[config.mk]
export PLATFORM = sky130hd
export DESIGN_NAME = segmented_bump_allocator_flat
export DESIGN_NICKNAME = d
export VERILOG_FILES = /design/src/hw/rtl/sba_pkg.sv /design/src/hw/rtl/sba_req_if.sv /design/src/hw/rtl/sba_rsp_if.sv /design/src/hw/rtl/sba_csr_if.sv /design/src/hw/rtl/segmented_bump_allocator.sv /design/src/flat_wrapper.sv
export SDC_FILE = /design/constraint.sdc
export NUM_CORES = 1
export LEC_CHECK = 0
export BUFFER_PORTS_ARGS = -buffer_cell sky130_fd_sc_hd__buf_2
export CAP_MARGIN = 15
export CORE_AREA = 5 5 299 301
export DETAILED_ROUTE_END_ITERATION = 10
export DIE_AREA = 0 0 304 306
export PLACE_DENSITY = 0.51
export SLEW_MARGIN = 10
export SYNTH_ARGS = -nofsm -noshare
export SYNTH_HDL_FRONTEND = slang
export SYNTH_SLANG_ARGS = --single-unit
[constraint.sdc]
create_clock -name clock -period 11.4 [get_ports clock]
set_input_delay 3.42 -clock clock [delete_from_list [all_inputs] [get_ports clock]]
set_output_delay 3.42 -clock clock [all_outputs]
set_load 0.005 [all_outputs]
[src/hw/rtl/sba_pkg.sv]
// shared widths, register indexes, reset values and state codes of the segment allocator
`timescale 1ns / 1ps

package sba_pkg;

   // payload widths
   localparam int REQ_SIZE_W   = 32;
   localparam int KEY_HASH_W   = 32;
   localparam int SEG_INDEX_W  = 4;
   localparam int OFFSET_W     = 32;
   localparam int FILL_W       = 32;
   localparam int CSR_INDEX_W  = 2;
   localparam int CSR_DATA_W   = 32;

   // configuration register widths
   localparam int SEG_LOG2_W   = 3;
   localparam int SEG_SIZE_W   = 32;
   localparam int SEG_MASK_W   = 16;

   // configuration reset values
   localparam logic [SEG_LOG2_W-1:0] SEG_LOG2_RESET = 3'd4;
   localparam logic [SEG_SIZE_W-1:0] SEG_SIZE_RESET = 32'd1048576;
   localparam logic [SEG_MASK_W-1:0] SEG_MASK_RESET = 16'hFFFF;

   // configuration register indexes
   typedef enum logic [CSR_INDEX_W-1:0] {
      CSR_SEG_COUNT_LOG2 = 2'd0,
      CSR_SEG_SIZE       = 2'd1,
      CSR_SEG_PRESENT    = 2'd2
   } csr_index_type;

   // sequencer states
   typedef enum logic [1:0] {
      ST_IDLE  = 2'b01,
      ST_PROBE = 2'b10
   } state_type;

endpackage

[src/hw/rtl/sba_req_if.sv]
// request channel: allocation size and key hash
`timescale 1ns / 1ps

interface sba_req_if;
   import sba_pkg::*;

   logic                  valid;
   logic                  ready;
   logic [REQ_SIZE_W-1:0] request_size;
   logic [KEY_HASH_W-1:0] key_hash;

   modport source (output valid, output request_size, output key_hash, input ready);
   modport sink   (input valid, input request_size, input key_hash, output ready);
endinterface

[src/hw/rtl/sba_rsp_if.sv]
// response channel: placement of one allocation
`timescale 1ns / 1ps

interface sba_rsp_if;
   import sba_pkg::*;

   logic                   valid;
   logic                   ready;
   logic [SEG_INDEX_W-1:0] segment_index;
   logic [OFFSET_W-1:0]    byte_offset;
   logic                   recycled;
   logic                   alloc_error;

   modport source (output valid, output segment_index, output byte_offset,
                   output recycled, output alloc_error, input ready);
   modport sink   (input valid, input segment_index, input byte_offset,
                   input recycled, input alloc_error, output ready);
endinterface

[src/hw/rtl/sba_csr_if.sv]
// configuration write channel: register index and write data
`timescale 1ns / 1ps

interface sba_csr_if;
   import sba_pkg::*;

   logic                   valid;
   logic                   ready;
   logic [CSR_INDEX_W-1:0] reg_index;
   logic [CSR_DATA_W-1:0]  wr_data;

   modport source (output valid, output reg_index, output wr_data, input ready);
   modport sink   (input valid, input reg_index, input wr_data, output ready);
endinterface

[src/hw/rtl/segmented_bump_allocator.sv]
// segmented bump-pointer allocator: probe sequencer around the segment fill memory
//
// Usage: each req_chan transaction carries a request size and a key hash. The
// hash's low bits choose a start segment; up to MAX_PROBES segments are probed
// in order, wrapping at the active segment count. The first present segment
// with enough free space is bumped; if none fits, the segment after the last
// probe is recycled (fill set to the request size, offset zero) or an error is flagged.
// One rsp_chan transaction comes back per request.
// Probing: the fill memory is read one segment per cycle; the first read issues
// at the accepting edge, and rsp valid rises once a probe is decided and the
// output register is free.
// Requests: one at a time; the next is taken the cycle after the previous one
// has been decided, limited by the single fill memory read port.
// csr_chan is always ready; write it only while no request is in flight.
// Reset: configuration returns to its defaults and per-segment valid bits clear,
// so every segment reads as empty at once, with no clearing pass.
// Stalls: the response sits in an output register; a new request is still
// accepted, and it waits for the slot only when its own result is ready.
`timescale 1ns / 1ps

module segmented_bump_allocator #(
   parameter int MAX_SEGMENTS = 16,
   parameter int MAX_PROBES   = 4
) (
   input  logic            clock,
   input  logic            reset,
   sba_req_if.sink         req_chan,
   sba_rsp_if.source       rsp_chan,
   sba_csr_if.sink         csr_chan
);
   import sba_pkg::*;

   localparam int SEG_W    = (MAX_SEGMENTS > 1) ? $clog2(MAX_SEGMENTS) : 1;
   localparam int LOG2_MAX = $clog2(MAX_SEGMENTS + 1) - 1;
   localparam int CNT_W    = SEG_W + 1;
   localparam int PRB_W    = $clog2(MAX_PROBES + 1);
   localparam int CMP_W    = (CNT_W > PRB_W) ? CNT_W : PRB_W;
   localparam int EFF_W    = 4;

   // configuration registers
   logic [SEG_LOG2_W-1:0] seg_log2_ff;
   logic [SEG_SIZE_W-1:0] seg_size_ff;
   logic [SEG_MASK_W-1:0] seg_mask_ff;

   // sequencer and request registers
   state_type             state_ff, state_in;
   logic [SEG_W-1:0]      cur_ff, cur_in;
   logic [PRB_W-1:0]      probe_ff, probe_in;
   logic [REQ_SIZE_W-1:0] req_size_ff, req_size_in;

   // fill memory, read data and per-entry valid bits
   logic [FILL_W-1:0]       fill_mem [MAX_SEGMENTS];
   logic [FILL_W-1:0]       fill_rd_ff;
   logic [MAX_SEGMENTS-1:0] fill_vld_ff;
   logic                    rd_en;
   logic [SEG_W-1:0]        rd_addr;
   logic                    wr_en;
   logic [SEG_W-1:0]        wr_addr;
   logic [FILL_W-1:0]       wr_data;

   // response register
   logic                   rsp_valid_ff, rsp_valid_in;
   logic [SEG_INDEX_W-1:0] rsp_index_ff, rsp_index_in;
   logic [OFFSET_W-1:0]    rsp_offset_ff, rsp_offset_in;
   logic                   rsp_recycled_ff, rsp_recycled_in;
   logic                   rsp_error_ff, rsp_error_in;
   logic                   rsp_load;

   // derived probe controls
   logic [EFF_W-1:0] eff_log2;
   logic [SEG_W-1:0] seg_mask;
   logic [CNT_W-1:0] seg_count;
   logic             req_accept;
   logic             out_free;
   logic [FILL_W-1:0] cur_fill;
   logic             cur_fits;
   logic [SEG_W-1:0] cur_next;
   logic [PRB_W-1:0] probe_next;
   logic             probe_last;
   logic             fb_error;

   function automatic logic seg_present(input logic [SEG_W-1:0] s);
      seg_present = ((s >> SEG_INDEX_W) == '0) && seg_mask_ff[SEG_INDEX_W'(s)];
   endfunction

   // configuration writes
   assign csr_chan.ready = 1'b1;

   always_ff @(posedge clock) begin
      if (reset) begin
         seg_log2_ff <= SEG_LOG2_RESET;
         seg_size_ff <= SEG_SIZE_RESET;
         seg_mask_ff <= SEG_MASK_RESET;
      end else if (csr_chan.valid) begin
         case (csr_chan.reg_index)
            CSR_SEG_COUNT_LOG2: seg_log2_ff <= csr_chan.wr_data[SEG_LOG2_W-1:0];
            CSR_SEG_SIZE:       seg_size_ff <= csr_chan.wr_data[SEG_SIZE_W-1:0];
            CSR_SEG_PRESENT:    seg_mask_ff <= csr_chan.wr_data[SEG_MASK_W-1:0];
            default: begin
            end
         endcase
      end
   end

   // active segment count, clamped to the memory depth
   always_comb begin
      if (EFF_W'(seg_log2_ff) > EFF_W'(LOG2_MAX)) begin
         eff_log2 = EFF_W'(LOG2_MAX);
      end else begin
         eff_log2 = EFF_W'(seg_log2_ff);
      end
      for (int i = 0; i < SEG_W; i++) begin
         seg_mask[i] = (i < int'(eff_log2));
      end
      seg_count = CNT_W'(1) << eff_log2;
   end

   // probe evaluation on the registered fill word
   assign req_accept = req_chan.valid && req_chan.ready;
   assign out_free   = !rsp_valid_ff || rsp_chan.ready;
   assign cur_fill   = fill_vld_ff[cur_ff] ? fill_rd_ff : '0;
   assign cur_fits   = seg_present(cur_ff) && !(cur_fill > seg_size_ff) &&
                       ((seg_size_ff - cur_fill) >= req_size_ff);
   assign cur_next   = (cur_ff + SEG_W'(1)) & seg_mask;
   assign probe_next = probe_ff + PRB_W'(1);
   assign probe_last = (CMP_W'(probe_next) >= CMP_W'(seg_count)) ||
                       (CMP_W'(probe_next) >= CMP_W'(MAX_PROBES));
   assign fb_error   = !seg_present(cur_next) || (req_size_ff > seg_size_ff);

   // sequencer
   always_comb begin
      state_in        = state_ff;
      cur_in          = cur_ff;
      probe_in        = probe_ff;
      req_size_in     = req_size_ff;
      rd_en           = 1'b0;
      rd_addr         = cur_ff;
      wr_en           = 1'b0;
      wr_addr         = cur_ff;
      wr_data         = '0;
      rsp_load        = 1'b0;
      rsp_index_in    = rsp_index_ff;
      rsp_offset_in   = rsp_offset_ff;
      rsp_recycled_in = rsp_recycled_ff;
      rsp_error_in    = rsp_error_ff;
      case (state_ff)
         ST_IDLE: begin
            if (req_accept) begin
               cur_in      = SEG_W'(req_chan.key_hash) & seg_mask;
               probe_in    = '0;
               req_size_in = req_chan.request_size;
               rd_en       = 1'b1;
               rd_addr     = SEG_W'(req_chan.key_hash) & seg_mask;
               state_in    = ST_PROBE;
            end
         end
         ST_PROBE: begin
            if (cur_fits) begin
               // bump the fill of the probed segment
               if (out_free) begin
                  wr_en           = 1'b1;
                  wr_addr         = cur_ff;
                  wr_data         = cur_fill + req_size_ff;
                  rsp_load        = 1'b1;
                  rsp_index_in    = SEG_INDEX_W'(cur_ff);
                  rsp_offset_in   = cur_fill;
                  rsp_recycled_in = 1'b0;
                  rsp_error_in    = 1'b0;
                  state_in        = ST_IDLE;
               end
            end else if (!probe_last) begin
               // read the next segment in probe order
               rd_en    = 1'b1;
               rd_addr  = cur_next;
               cur_in   = cur_next;
               probe_in = probe_next;
            end else if (out_free) begin
               // recycle the segment after the last probe
               wr_en           = !fb_error;
               wr_addr         = cur_next;
               wr_data         = req_size_ff;
               rsp_load        = 1'b1;
               rsp_index_in    = SEG_INDEX_W'(cur_next);
               rsp_offset_in   = '0;
               rsp_recycled_in = !fb_error;
               rsp_error_in    = fb_error;
               state_in        = ST_IDLE;
            end
         end
         default: begin
            state_in = ST_IDLE;
         end
      endcase
   end

   assign req_chan.ready = (state_ff == ST_IDLE);

   always_ff @(posedge clock) begin
      if (reset) begin
         state_ff <= ST_IDLE;
      end else begin
         state_ff <= state_in;
      end
      cur_ff      <= cur_in;
      probe_ff    <= probe_in;
      req_size_ff <= req_size_in;
   end

   // fill memory with registered read
   always_ff @(posedge clock) begin
      if (wr_en) begin
         fill_mem[wr_addr] <= wr_data;
      end
      if (rd_en) begin
         fill_rd_ff <= fill_mem[rd_addr];
      end
   end

   // valid bits: an entry never written reads as empty
   always_ff @(posedge clock) begin
      if (reset) begin
         fill_vld_ff <= '0;
      end else if (wr_en) begin
         fill_vld_ff[wr_addr] <= 1'b1;
      end
   end

   // response output register
   always_comb begin
      if (rsp_load) begin
         rsp_valid_in = 1'b1;
      end else if (rsp_chan.ready) begin
         rsp_valid_in = 1'b0;
      end else begin
         rsp_valid_in = rsp_valid_ff;
      end
   end

   always_ff @(posedge clock) begin
      if (reset) begin
         rsp_valid_ff <= 1'b0;
      end else begin
         rsp_valid_ff <= rsp_valid_in;
      end
      rsp_index_ff    <= rsp_index_in;
      rsp_offset_ff   <= rsp_offset_in;
      rsp_recycled_ff <= rsp_recycled_in;
      rsp_error_ff    <= rsp_error_in;
   end

   assign rsp_chan.valid         = rsp_valid_ff;
   assign rsp_chan.segment_index = rsp_index_ff;
   assign rsp_chan.byte_offset   = rsp_offset_ff;
   assign rsp_chan.recycled      = rsp_recycled_ff;
   assign rsp_chan.alloc_error   = rsp_error_ff;

   // memory is only written when a probe sequence ends
   a_write_in_probe: assert property (@(posedge clock) disable iff (reset)
      wr_en |-> (state_ff == ST_PROBE) && rsp_load)
      else $error("fill write outside a finishing probe");

   // read and write never share a cycle, so no forwarding is needed
   a_no_rd_wr: assert property (@(posedge clock) disable iff (reset)
      !(rd_en && wr_en))
      else $error("fill read and write in the same cycle");

   // probe counter stays below the probe limit
   a_probe_bound: assert property (@(posedge clock) disable iff (reset)
      (state_ff == ST_PROBE) |-> (CMP_W'(probe_ff) < CMP_W'(MAX_PROBES)))
      else $error("probe counter beyond limit");

   // a result never overwrites one still waiting
   a_rsp_no_overwrite: assert property (@(posedge clock) disable iff (reset)
      rsp_load |-> (!rsp_valid_ff || rsp_chan.ready))
      else $error("response register overwritten");

   // an accepted request always starts probing with a fresh read
   a_accept_probe: assert property (@(posedge clock) disable iff (reset)
      req_accept |=> (state_ff == ST_PROBE) && (probe_ff == '0))
      else $error("accepted request did not start probing");

endmodule

[src/flat_wrapper.sv]
// flat-port wrapper written by rule: the top's interface ports become plain ports
module segmented_bump_allocator_flat import sba_pkg::*;
#(
   parameter int MAX_SEGMENTS = 16,
   parameter int MAX_PROBES   = 4
)
  (clock, reset, req_chan_valid, req_chan_request_size, req_chan_key_hash, req_chan_ready, rsp_chan_valid, rsp_chan_segment_index, rsp_chan_byte_offset, rsp_chan_recycled, rsp_chan_alloc_error, rsp_chan_ready, csr_chan_valid, csr_chan_reg_index, csr_chan_wr_data, csr_chan_ready);
  sba_req_if req_chan_i ();
  sba_rsp_if rsp_chan_i ();
  sba_csr_if csr_chan_i ();
  input  logic clock;
  input  logic reset;
  input wire logic [$bits(req_chan_i.valid)-1:0] req_chan_valid;
  input wire logic [$bits(req_chan_i.request_size)-1:0] req_chan_request_size;
  input wire logic [$bits(req_chan_i.key_hash)-1:0] req_chan_key_hash;
  output wire logic [$bits(req_chan_i.ready)-1:0] req_chan_ready;
  output wire logic [$bits(rsp_chan_i.valid)-1:0] rsp_chan_valid;
  output wire logic [$bits(rsp_chan_i.segment_index)-1:0] rsp_chan_segment_index;
  output wire logic [$bits(rsp_chan_i.byte_offset)-1:0] rsp_chan_byte_offset;
  output wire logic [$bits(rsp_chan_i.recycled)-1:0] rsp_chan_recycled;
  output wire logic [$bits(rsp_chan_i.alloc_error)-1:0] rsp_chan_alloc_error;
  input wire logic [$bits(rsp_chan_i.ready)-1:0] rsp_chan_ready;
  input wire logic [$bits(csr_chan_i.valid)-1:0] csr_chan_valid;
  input wire logic [$bits(csr_chan_i.reg_index)-1:0] csr_chan_reg_index;
  input wire logic [$bits(csr_chan_i.wr_data)-1:0] csr_chan_wr_data;
  output wire logic [$bits(csr_chan_i.ready)-1:0] csr_chan_ready;
  assign req_chan_i.valid = req_chan_valid;
  assign req_chan_i.request_size = req_chan_request_size;
  assign req_chan_i.key_hash = req_chan_key_hash;
  assign req_chan_ready = req_chan_i.ready;
  assign rsp_chan_valid = rsp_chan_i.valid;
  assign rsp_chan_segment_index = rsp_chan_i.segment_index;
  assign rsp_chan_byte_offset = rsp_chan_i.byte_offset;
  assign rsp_chan_recycled = rsp_chan_i.recycled;
  assign rsp_chan_alloc_error = rsp_chan_i.alloc_error;
  assign rsp_chan_i.ready = rsp_chan_ready;
  assign csr_chan_i.valid = csr_chan_valid;
  assign csr_chan_i.reg_index = csr_chan_reg_index;
  assign csr_chan_i.wr_data = csr_chan_wr_data;
  assign csr_chan_ready = csr_chan_i.ready;
  segmented_bump_allocator #(.MAX_SEGMENTS(MAX_SEGMENTS), .MAX_PROBES(MAX_PROBES)) u_core (.clock(clock), .reset(reset), .req_chan(req_chan_i), .rsp_chan(rsp_chan_i), .csr_chan(csr_chan_i));
endmodule
# ---- Yosys cells after proc, flatten, opt, wreduce, memory -nomap -nowiden
# Memories as Yosys holds them, arrays and structs flattened. A register that Yosys moved wholly into a read port is not among the register bits.
# Cells that the tools add are included.
dict set report totals {
  ram_bits 512
  ff_bits 147
  inputBits 103
  mem_count 1
}
dict set report op_classes {
  eq_ne 8
  n_lt_le_gt_ge 14
  addsub 4
  mux 63
  reduce_logical 22
  n_shift 1
  bitwise 3
}
# name depth word_bits read_ports rd_ports_with_merged_regs write_ports line
set mem_list {}
lappend mem_list {u_core.fill_mem 16 32 1 1 1 segmented_bump_allocator.sv:52} ;# logic [FILL_W-1:0] fill_mem [MAX_SEGMENTS];
# cell count
set op_table {}
lappend op_table {{32-bit two-way mux} 10}
lappend op_table {{32-bit > comparator} 2}
lappend op_table {{4-bit two-way mux} 11}
lappend op_table {{32-bit adder} 1}
lappend op_table {{32-bit greater-or-equal comparator} 1}
lappend op_table {{32-bit subtractor} 1}
lappend op_table {{1-bit two-way mux} 26}
lappend op_table {{16-bit OR} 1}
lappend op_table {{4-bit by 5-bit < comparator with 1-bit output (second input constant)} 3}
lappend op_table {{1-bit binary-select mux with 4-bit select} 3}
lappend op_table {{3-bit two-way mux} 4}
lappend op_table {{2-bit AND reduction} 5}
lappend op_table {{4-bit bitwise AND} 2}
lappend op_table {{2-bit two-way mux} 4}
lappend op_table {{4-bit one-hot mux with 2 select lines} 1}
lappend op_table {{1-bit by 3-bit < comparator with 1-bit output (first input constant)} 2}
lappend op_table {{2-bit by 3-bit < comparator with 1-bit output (first input constant)} 2}
lappend op_table {{2-bit inequality test (second input constant)} 3}
lappend op_table {{3-bit one-hot mux with 2 select lines} 1}
lappend op_table {{2-bit nonzero test} 3}
lappend op_table {{3-bit by 5-bit greater-or-equal comparator with 1-bit output} 1}
lappend op_table {{1-bit by 3-bit left shift with 5-bit output (first input constant)} 1}
lappend op_table {{4-bit by 1-bit adder with 4-bit output (second input constant)} 1}
lappend op_table {{1-bit demux with 4-bit select} 1}
lappend op_table {{15 further kinds} 25}

# ---- Logic depth before layout (Yosys ltp)
# Gate-level depths: netlist of the first run.
dict set report depth {
  word_depth 15
  mapped_depth 35
  mapped_depth_nobuf 30
}

# ---- Worst setup path after synthesis of the first run
# OpenSTA, ideal clock, no wires.
dict set report synth_timing {
  path_kind {register to register}
  startpoint {register u_core.cur_ff[0]}
  endpoint {memory u_core.fill_mem[2][0], enable pin}
  n_path_buf 4
  slack_ps 1929
  arrival_time_ps 9050
  path_stages_with_launch 32
  synth_period_minus_slack_ps 9471
  path_cell_list {dfxtp_1 > buf_2 > mux4_2 > mux4_2 > clkbuf_1 > nand2_1 > ha_1 > a21o_1 > or3_1 > o211ai_1 > a21oi_1 > a311o_1 > o41a_1 > a211o_1 > a21oi_1 > o21bai_1 > a221oi_1 > xnor2_1 > ha_1 > nand2_1 > nor4_1 > nand4_1 > a21oi_1 > a22oi_2 > a2111oi_4 > o21ba_1 > buf_4 > clkbuf_1 > nand3_1 > o32ai_4 > nand2_1 > nor2_1}
}
dict set report synth_between {
  elab_chain_cells 13
  elab_cells_between_ends 28
  cone_classes {add/sub: 2; order compare: 2; mux: 17; bitwise: 1; reduce/logical: 6}
}
# item line
set synth_lines {}
lappend synth_lines {{start: declaration} segmented_bump_allocator.sv:47} ;# logic [SEG_W-1:0] cur_ff, cur_in;
lappend synth_lines {{start signal: assignment} segmented_bump_allocator.sv:204} ;# cur_ff <= cur_in;
lappend synth_lines {{branches (longest 13 deep; another with 32-bit subtractor)} --}
lappend synth_lines {{end: declaration} segmented_bump_allocator.sv:52}
# Several ways; the timed one is not identified. The select of a mux whose other input is x is not followed.

# ---- Worst setup path after layout of the first run
dict set report layout_timing {
  startpoint {register u_core.cur_ff[3]}
  endpoint {register u_core.fill_rd_ff[17] (read register of u_core.fill_mem) (data pin)}
}
dict set report layout_between {
  elab_chain_cells 9
  elab_cells_between_ends 19
  cone_classes {add/sub: 2; order compare: 2; mux: 11; bitwise: 1; reduce/logical: 3}
}
# item line
set layout_lines {}
lappend layout_lines {{branches (longest 9 deep; another with 32-bit subtractor)} --}
lappend layout_lines {{end: declaration} segmented_bump_allocator.sv:53} ;# logic [FILL_W-1:0] fill_rd_ff;
# Several ways; the timed one is not identified. The select of a mux whose other input is x is not followed.
# A chain may end at the register's enable or synchronous reset.

==> results of run 1 <==
==> cells in the mapped netlist (11+ instances only) <==
cell type / instances / share of area, %
a21oi_1: 97 / 1.5
o21bai_1: 11 / 0.26
clkbuf_1: 52 / 0.62
nor3_1: 14 / 0.22
edfxtp_1: 617 / 59
buf_1: 11 / 0.13
xor2_1: 21 / 0.58
ha_1: 135 / 5.3
and2_1: 13 / 0.26
mux2i_1: 263 / 8.3
a21o_1: 41 / 0.97
o21a_1: 13 / 0.31
buf_2: 37 / 0.58
o22ai_1: 74 / 1.5
nor2_1: 157 / 1.9
inv_1: 115 / 1.4
a31oi_1: 32 / 0.63
nand3b_1: 18 / 0.43
o22a_1: 32 / 0.89
or3_1: 39 / 0.77
o221ai_1: 32 / 0.89
nand3_1: 20 / 0.32
nand4_1: 14 / 0.28
mux4_2: 13 / 0.92
xnor2_1: 33 / 0.91
nand2b_1: 17 / 0.34
nand2_1: 196 / 2.3
dfxtp_1: 74 / 4.7
o21ai_0: 48 / 0.76
nor2b_1: 20 / 0.40
==> power breakdown <==
part | leakage, nW | internal, mW | switching [mW] | total [mW]
clock | 1.09 | 1.28 | 0.969 | 2.25
combinational | 5.64 | 0.926 | 1.50 | 2.43
sequential | 6.73 | 2.99 | 0.138 | 3.13
total | 13.5 | 5.20 | 2.61 | 7.81
==> worst max-delay path: cells and delay by family (launching register included) <==
family                     cells  cell delay (ps)
DFF                            1              590
adders and majority gates      2              710
AOI/OAI and AO/OA             16             4350
and+or+nand+nor                5             1780
buffers and inverters          4             1310
muxes                          2             1070
xor gates and xnor gates       1              140
==> flip-flops by register name, indices dropped and copies added (netlist names) <==
| signal | flops |
|---|---|
| u_core.seg_log2_ff | 3 |
| u_core.fill_vld_ff | 16 |
| u_core.probe_ff | 3 |
| u_core.fill_mem | 512 |
| u_core.state_ff | 2 |
| u_core.req_size_ff | 32 |
| u_core.rsp_chan.alloc_error | 1 |
| u_core.seg_size_ff | 32 |
| u_core.fill_rd_ff | 32 |
| u_core.cur_ff | 4 |
| u_core.seg_mask_ff | 16 |
| u_core.rsp_chan.valid | 1 |
| u_core.rsp_chan.byte_offset | 32 |
| u_core.rsp_chan.segment_index | 4 |
| u_core.rsp_chan.recycled | 1 |
==> per-layer routing <==
layer / share of wire (%) / track usage (%) / vias up / routed length, um
li1: - / - / 9260 / -
met1: 44 / 22.9 / 9852 / 37100
met2: 50 / 31.3 / 461 / 42000
met3: 4.3 / 2.60 / 110 / 3680
met4: 2.5 / 5.00 / 0 / 2100
met5: 0 / 0 / - / 0
==> cells in the final DEF (no fill, tap or decap), types with 6 or more instances in the layout <==
cell type  instances
ha_1             135
mux4_2            13
nand4_1           14
a31oi_1           32
o22ai_1           72
nand2b_1          17
buf_12            27
o211ai_1          10
a22oi_1            6
clkbuf_1          21
dfxtp_1           74
nor2_1           138
mux2i_1          263
buf_2            114
o21a_1            13
o22a_1            32
and2_1            12
nand2_1          196
nor3_1            14
buf_4             34
clkinv_2           9
nor2b_1           20
xor2_1            21
clkinv_1          12
a21o_1            41
inv_1            115
xnor2_1           33
a211oi_1           8
nor2_4            18
edfxtp_1         617
nand3b_1          18
nand3_1           18
clkbuf_16         72
or2_2              7
a21oi_1           97
o21ai_0           47
and3_1             8
o221ai_1          32
or3_1             39
o21bai_1           9
==> area by class of cell <==
class	instances	area share, %
clock buffers	94	5.20
inverters	117	1.20
well taps	1155	3.96
multi-input cells	1454	29.9
repair buffers	176	3.76
clock inverters	35	1.03
flip-flops and latches	691	54.9
==> stage by stage <==
stage | util, % | hold slack [ps] | instance area [sq um] | worst slack [ps] | instances
2_1_floorplan | - | 432 | 31700 | 1930 | 2368
3_3_place_gp | 39.6 | 442 | 34200 | 1060 | 3592
3_5_place_dp | 39.6 | 460 | 34200 | 1050 | 3592
4_1_cts | 42.2 | 473 | 36400 | 989 | 3721
5_1_grt | 42.2 | 495 | 36500 | 448 | 3722
6_report | 42.2 | 471 | 36500 | 1000 | 3722
==> worst max-delay path by stage <==
stage | start | endpoint | slack, ps
2_1_floorplan | u_core.cur_ff[0] | u_core.fill_mem[2][0] | 1930
3_3_place_gp | u_core.cur_ff[3] | u_core.fill_rd_ff[17] | 1060
3_5_place_dp | u_core.cur_ff[3] | u_core.fill_rd_ff[17] | 1050
4_1_cts | u_core.cur_ff[3] | u_core.fill_rd_ff[17] | 990
5_1_grt | u_core.cur_ff[3] | u_core.fill_rd_ff[17] | 450
6_report | u_core.cur_ff[3] | u_core.fill_rd_ff[17] | 1000
==> kinds of logic after synthesis <==
| kind of cell | synth area share [%] |
|---|---|
| other cells | 0.0118 |
| flops | 63.2 |
| simple gates | 7.82 |
| mux | 9.24 |
| compound gates | 9.87 |
| buf+inv | 2.89 |
| fa+ha+maj | 5.46 |
| xor+xnor | 1.49 |
==> results.md, run 1 <==
* Synthesis-to-layout area growth at 15.2%
* Flip-flop and latch count after synthesis at 691
* Final antenna-violating net count at 0
* Vias after detailed routing at 19.7k
* Total CTS buffers at 72
* Drt initial violations at 1,242
* Fmax at 96.2 MHz
* Row count at 108
* Post-layout power at 7.81 mW
* WL final at 84,800 um
* Max Slew Vio Count at 0
* Warnings from Yosys at 0
* Post-Syn Nets at 2,608
* H-tree levels at 3
* Clock Sink Count at 691
* Seq. cell area at 0.0200 sq mm
* Final Skew at 27.9 ps
* Worst setup SP type: register
* Worst-path clk slew at 70 ps
* Synth cell types at 80
* Max-slew headroom at 15.2%
* Worst Min Path Start: u_core.fill_vld_ff[1]
* Mapped Avg Cell Area at 13.4 sq um
* Share of the clock period used by the worst path at 91.2%
* GRT Overall Usage at 17.7%
* Cts-stage hold buffer count at 0
* Hold Path End: u_core.fill_vld_ff[1]
* Largest stage delay, worst path at 900 ps
* Arr. time, crit path at 10,730 ps
* R2R Path End: u_core.fill_rd_ff[17]
* Final min period at 10,400 ps
* Final HPWL DP at 53,700 um
* Power Dens Cells at 214 mW/mm^2
* Multi-input gate area at 0.0109 sq mm
* CTS Buffer Depth at 3
* Final setup fails at 0
* FFs w/ async S/R, synth at 0%
* CP max-delay cell: mux4_2
* Synth Instances at 2,368
* Slew at the pin closest to its max-slew limit at 1270 ps
* Hold WC Path Type: reg2reg
* Final nets at 2,752
* Core Region at 0.0863 sq mm
* Largest net degree at the start of global routing at 80
* Final Hold Fails at 0
* CP Capture Type: register
* Input/output buffers at 114
* Share of cells above drive strength 1 at 13.2%
* Initial antenna violation count at 0
* Clock root cell: clkbuf_16
* CTS resizes at 0
* # IOs at 144
* WP data required at 11,740 ps
* DRC violation count after routing at 0
* Worst skew pair latency at 630 ps
* First-pass GRT wire length at 126,000 um
* CTS tree: done
* TNS Setup at 0 ps
* DR pass1 iterations at 5
* Vias per Instance at 5.29
* Seq/Total Area, Yosys at 63.2%
* RePlAce Congestion at 0.872
* Worst vdd ir at 0.260 mV
* Initial core utilization at 36.7%
* Post-DR wirelength/cell at 22.8 um
* GRT Residual Overflow at 0
* FF-to-FF setup slack at 1000 ps
* Critical Path Fanout Max at 79
* Post-Synthesis Cell Area at 0.0317 sq mm
* Post-CTS Setup Bufs at 0
* Most used DFF post-synth: edfxtp_1
* Vias in the first global route at 20.0k
* Max-cap violations at 0
* Die W at 304 um
* RSZ-0062 raised after global routing: no
* Die area at 0.0930 sq mm
* Setup Crit Path Kind: reg2reg
* WHS Path Cells at 2
* Worst r2r src: u_core.cur_ff[3]
* Die height at 306 um
* Status: finished clean
* Antenna diode count at 0
* Static leakage at 13.5 nW
* Most common cell on crit path: a21oi_1
* EDFF count, synth at 617
* Worst reg-to-reg path cell count at 30
* Fill count at 7,909
No activity file was read; power rests on OpenSTA's default activity.
==> run 2: changes to the inputs <==
--- a/config.mk
+++ b/config.mk
@@ -7,9 +7,9 @@
 export LEC_CHECK = 0
 export BUFFER_PORTS_ARGS = -buffer_cell sky130_fd_sc_hd__buf_2
 export CAP_MARGIN = 15
-export CORE_AREA = 5 5 299 301
+export CORE_AREA = 5 5 254 355
 export DETAILED_ROUTE_END_ITERATION = 10
-export DIE_AREA = 0 0 304 306
+export DIE_AREA = 0 0 259 360
 export PLACE_DENSITY = 0.51
 export SLEW_MARGIN = 10
 export SYNTH_ARGS = -nofsm -noshare
==> run 2 against run 1 <==
  * Combinational power is essentially flat
  * Clock power fell by 4%
  * Register-to-register slack gained 350 ps
  * Core utilization decreased by 0.29 points
  * Die area is 0.23% higher
  * Global-route usage barely moved
  * Cell count is 0.48% higher
==> results.md, run 2 (synthesized netlist as in run 1, its figures left out) <==
* Status: finished clean
* Input/output buffers at 114 (unchanged)
* Cts-stage hold buffer count at 0 (unchanged)
* Most common cell on crit path: a21oi_1
* WP data required at 11,690 ps (-50 ps)
* Fill count at 7,971 (+0.78%)
* Post-layout power at 7.72 mW (-1.1%)
* Max-slew headroom at 21.4% (+6.2 points)
* Switching Fraction at 32.8% (-0.60 points)
* Placed Cells at 3,619 (+0.75%)
* Share of cells above drive strength 1 at 13.5% (+0.22 points)
* Drt initial violations at 1,246 (+0.32%)
* Dpl ws at 1260 ps (+210 ps)
* Max Slew Vio Count at 0 (unchanged)
* Die height at 360 um (+18%)
* CTS resizes at 0 (unchanged)
* Post-CTS Setup Bufs at 0 (unchanged)
* Largest stage delay, worst path at 530 ps (-370 ps)
* DRC violation count after routing at 0 (unchanged)
* Clock root cell: clkbuf_16
* Vias in the first global route at 20.5k (+2.4%)
* Slew at the pin closest to its max-slew limit at 1180 ps (-93.0 ps)
* First-pass GRT wire length at 125,000 um (-0.51%)
* Switching Power at 2.53 mW (-2.9%)
* Worst setup SP type: register
* Clock power share at 28.1% (-0.7 points)
* Arr. time, crit path at 10,340 ps (-390 ps)
* Antenna diode count at 0 (unchanged)
* Worst skew pair latency at 610 ps (-20 ps)
* Worst vdd ir at 0.190 mV (-27%)
* CP Capture Type: register
* DR pass1 iterations at 7 (+2)
* TNS Setup at 0 ps (unchanged)
* Commonest cells after routing, fill and taps aside: edfxtp_1, mux2i_1, nand2_1
* Final setup fails at 0 (unchanged)
* CTS Buffer Depth at 3 (unchanged)
* Initial core utilization at 36.5% (-0.12 points)
* Hold_ws at 464 ps (-6.46 ps)
* Sequential power share at 40.4% (+0.3 points)
* Final HPWL DP at 55,000 um (+2.4%)
* Final WS setup at 1350 ps (+346 ps)
* Internal power at 5.19 mW (-0.21%)
* Power Dens Cells at 213 mW/mm^2 (-0.76%)
* Max-cap violations at 0 (unchanged)
* Hold WC Path Type: reg2reg
* Final antenna-violating net count at 0 (unchanged)
* Crit path buf inv count at 4 (unchanged)
* Largest net degree at the start of global routing at 74 (-7.5%)
* Row count at 128 (+19%)
* GRT Residual Overflow at 0 (unchanged)
* Share of the clock period used by the worst path at 88.2% (-3.0 points)
* Vias after detailed routing at 19.7k (-0.11%)
* Total CTS buffers at 68 (-5.6%)
* Max reg flops at 512 (unchanged)
* Crit path max-delay family: compound AO/OA/AOI/OAI gates
* Setup Crit Path Kind: reg2reg
* Final nets at 2,761 (+0.33%)
* RePlAce Congestion at 0.878 (+0.70%)
* Largest register by flop count: u_core.fill_mem
* Static leakage at 13.4 nW (-0.25%)
* Placed Area at 0.0342 sq mm (about the same)
* Fmax at 99.5 MHz (+3.4%)
* Die area at 0.0932 sq mm (+0.23%)
* H-tree levels at 3 (unchanged)
* Gate power share at 31.5% (+0.4 points)
* Core Region at 0.0866 sq mm (+0.34%)
* Final Hold Fails at 0 (unchanged)
* # IOs at 144 (unchanged)
* Synthesis-to-layout area growth at 14.8%
* Vias per Instance at 5.26 (-0.59%)
* Critical Path Fanout Max at 29 (-63%)
* Die W at 259 um (-15%)
* Final min period at 10,050 ps (-346 ps)
* Most common cell after layout, fill and taps aside: edfxtp_1
* CTS tree: done
* GRT Overall Usage at 17.7% (-0.048 points)
* Post-DR wirelength/cell at 22.5 um (-1.3%)
* Final core utilization at 41.9% (-0.29 points)
* Final Instance Area at 0.0363 sq mm (-0.34%)
* RSZ-0062 raised after global routing: no
* WL final at 84,100 um (-0.86%)
* Worst-path clk slew at 60 ps (about the same)
* Final Skew at 25.2 ps (-2.74 ps)
* Fin cells at 3,740 (+0.48%)
* Initial antenna violation count at 2 (+2)
* Clock Sink Count at 691 (unchanged)
* CP max-delay cell: dfxtp_1
==> run 2: metal layers <==
metal	share of wire (%)	vias up	GRT usage (%)
met5	0	-	0
li1	-	9259	-
met2	53	461	33.1
met1	40	9790	20.5
met4	3.6	0	6.35
met3	4.1	152	2.33
==> run 2: worst paths after layout <==
kind | startpoint | end | slack, ps | cells after the start
max | u_core.cur_ff[3] | u_core.fill_mem[13][30] | 1350 | 32
max reg2reg | u_core.cur_ff[3] | u_core.fill_mem[13][30] | 1350 | 32
min | u_core.fill_vld_ff[14] | u_core.fill_vld_ff[14] | 460 | 2
min reg2reg | u_core.fill_vld_ff[14] | u_core.fill_vld_ff[14] | 460 | 2
==> run 2: worst min-delay path, cell delays in order, from the launching register on <==
cell     delay [ps]
dfxtp_1         320
a31oi_1          40
nor2_1           70
==> run 2: layout make-up <==
cell class	count	area (sq um)	area share (%)
repair buffers	189	1380	3.81
flip-flops and latches	691	20000	55.1
clock buffers	92	1840	5.08
well taps	1170	1460	4.03
clock inverters	27	267	0.734
multi-input cells	1454	10900	30.1
inverters	117	439	1.21
==> run 2: power by group through the flow <==
stage | combinational, mW | clock, mW | sequential (mW)
CTS | 2.45 | 2.24 | 3.12
global placement | 2.40 | 0 | 3.17
floorplan | 1.69 | 0 | 3.10
global route | 2.63 | 2.33 | 3.13
finish | 2.43 | 2.17 | 3.12
detailed placement | 2.45 | 0 | 3.17
==> run 3: changes to the inputs <==
--- a/config.mk
+++ b/config.mk
@@ -7,10 +7,12 @@
 export LEC_CHECK = 0
 export BUFFER_PORTS_ARGS = -buffer_cell sky130_fd_sc_hd__buf_2
 export CAP_MARGIN = 15
+export CELL_PAD_IN_SITES_DETAIL_PLACEMENT = 0
+export CELL_PAD_IN_SITES_GLOBAL_PLACEMENT = 2
 export CORE_AREA = 5 5 254 355
 export DETAILED_ROUTE_END_ITERATION = 10
 export DIE_AREA = 0 0 259 360
-export PLACE_DENSITY = 0.51
+export PLACE_DENSITY = 0.67
 export SLEW_MARGIN = 10
 export SYNTH_ARGS = -nofsm -noshare
 export SYNTH_HDL_FRONTEND = slang
==> run 3 against run 2 <==
  * Worst hold slack improved by 2.0 ps
  * Cell count increased by 0.32%
  * Design area increased by 1.2%
  * Highest routed layer unchanged
  * Sequential cell count unchanged
  * Non-clock buffer count increased by 1
  * Wire length increased by 3.5%
==> results.md, run 3 (synthesized netlist as in run 1, its figures left out) <==
* CP Capture Type: register
* Share of cells above drive strength 1 at 14.1% (+0.63 points)
* Final antenna-violating net count at 0 (unchanged)
* Final Hold Fails at 0 (unchanged)
* Arr. time, crit path at 10,570 ps (+230 ps)
* Hold WC Path Type: reg2reg
* Crit path max-delay family: compound AO/OA/AOI/OAI gates
* CTS Buffer Depth at 3 (unchanged)
* Final nets at 2,765 (+0.14%)
* Static leakage at 13.6 nW (+1.3%)
* Post-DR wirelength/cell at 23.2 um (+3.2%)
* Max reg flops at 512 (unchanged)
* Clock root cell: clkbuf_16
* Most common cell on crit path: a21oi_1
* Total CTS buffers at 71 (+4.4%)
* Vias after detailed routing at 19.5k (-0.86%)
* Clock Sink Count at 691 (unchanged)
* WP data required at 11,740 ps (+50 ps)
* RSZ-0062 raised after global routing: no
* Largest stage delay, worst path at 700 ps (+170 ps)
* Worst setup SP type: register
* Max-slew headroom at 17.1% (-4.3 points)
* RePlAce Congestion at 0.812 (-7.5%)
* Slew at the pin closest to its max-slew limit at 1240 ps (+65.0 ps)
* Max Slew Vio Count at 0 (unchanged)
* Final core utilization at 42.4% (+0.50 points)
* Placed Cells at 3,620 (+0.028%)
* # IOs at 144 (unchanged)
* Crit path buf inv count at 1 (-3)
* WL final at 87,000 um (+3.5%)
* Final HPWL DP at 57,700 um (+5.0%)
* Input/output buffers at 114 (unchanged)
* Power Dens Cells at 215 mW/mm^2 (+0.96%)
* Critical Path Fanout Max at 116 (+300%)
* Largest net degree at the start of global routing at 117 (+58%)
* CTS resizes at 0 (unchanged)
* Vias per Instance at 5.20 (-1.2%)
* Placed Area at 0.0344 sq mm (+0.54%)
* H-tree levels at 3 (unchanged)
* Worst skew pair latency at 620 ps (about the same)
* Status: finished clean
* Setup Crit Path Kind: reg2reg
* Post-CTS Setup Bufs at 0 (unchanged)
* DR pass1 iterations at 5 (-2)
* Share of the clock period used by the worst path at 89.8% (+1.6 points)
* Final min period at 10,230 ps (+181 ps)
* Initial antenna violation count at 1 (-1)
* Antenna diode count at 0 (unchanged)
* Max-cap violations at 0 (unchanged)
* Drt initial violations at 1,262 (+1.3%)
* Final Instance Area at 0.0368 sq mm (+1.2%)
* Die area at 0.0932 sq mm (unchanged)
* Synthesis-to-layout area growth at 16.1%
* Initial core utilization at 36.5% (unchanged)
* Core Region at 0.0866 sq mm (unchanged)
* Final setup fails at 0 (unchanged)
* Most common cell after layout, fill and taps aside: edfxtp_1
* Cts-stage hold buffer count at 0 (unchanged)
* DRC violation count after routing at 0 (unchanged)
* GRT Overall Usage at 18.3% (+0.64 points)
* Worst-path clk slew at 60 ps (about the same)
* Hold_ws at 466 ps (+2.02 ps)
* Largest register by flop count: u_core.fill_mem
* First-pass GRT wire length at 128,000 um (+2.1%)
* Die height at 360 um (unchanged)
* Die W at 259 um (unchanged)
* Fin cells at 3,752 (+0.32%)
* Vias in the first global route at 20.1k (-1.8%)
* Final Skew at 27.0 ps (+1.75 ps)
* Fmax at 97.7 MHz (-1.8%)
* Worst vdd ir at 0.189 mV (-0.75%)
* Fill count at 7,967 (-0.050%)
* Row count at 128 (unchanged)
* CTS tree: done
* GRT Residual Overflow at 0 (unchanged)
* CP max-delay cell: a2111oi_4
* Commonest cells after routing, fill and taps aside: edfxtp_1, mux2i_1, nand2_1
* TNS Setup at 0 ps (unchanged)
==> run 3: where the power goes <==
| group | switching (mW) | total (mW) | internal, mW |
|---|---|---|---|
| clock network | 0.986 | 2.35 | 1.37 |
| logic | 1.48 | 2.42 | 0.933 |
| registers | 0.125 | 3.12 | 3.00 |
| total | 2.60 | 7.89 | 5.29 |
==> run 3: cell type report <==
| type | count | area [sq um] | area share [%] |
|---|---|---|---|
| timing repair buffer | 190 | 1570 | 4.26 |
| multi-input combinational | 1454 | 10900 | 29.7 |
| sequential | 691 | 20000 | 54.4 |
| tap | 1170 | 1460 | 3.98 |
| clock inverter | 44 | 474 | 1.29 |
| clock buffer | 86 | 1880 | 5.10 |
| inverter | 117 | 439 | 1.19 |
==> run 3: stage by stage <==
step | setup slack [ps] | power, mW
3_5_place_dp | 1100 | 5.61
3_3_place_gp | 1180 | 5.58
5_1_grt | 697 | 8.28
2_1_floorplan | 1930 | 4.78
6_report | 1170 | 7.89
4_1_cts | 1050 | 7.98
==> run 3: worst paths after layout <==
| check | slack [ps] | start | end | depth (start not counted) |
|---|---|---|---|---|
| max | 1170 | u_core.cur_ff[1] | u_core.fill_rd_ff[17] | 30 |
| min | 470 | u_core.fill_vld_ff[15] | u_core.fill_vld_ff[15] | 2 |
| max reg2reg | 1170 | u_core.cur_ff[1] | u_core.fill_rd_ff[17] | 30 |
| min reg2reg | 470 | u_core.fill_vld_ff[15] | u_core.fill_vld_ff[15] | 2 |
==> run 3: tightest hold or removal path, cell delays in order (launching register included) <==
cell and delay (ps):
dfxtp_1 320, a31oi_1 50, nor2_1 70
==> run 3: metal layers <==
| layer | vias to the layer above | part of all wire, % | track usage [%] |
|---|---|---|---|
| met2 | 362 | 51 | 32.7 |
| li1 | 9278 | - | - |
| met4 | 0 | 3.8 | 7.06 |
| met3 | 131 | 3.9 | 2.82 |
| met5 | - | 0 | 0 |
| met1 | 9721 | 41 | 22.2 |
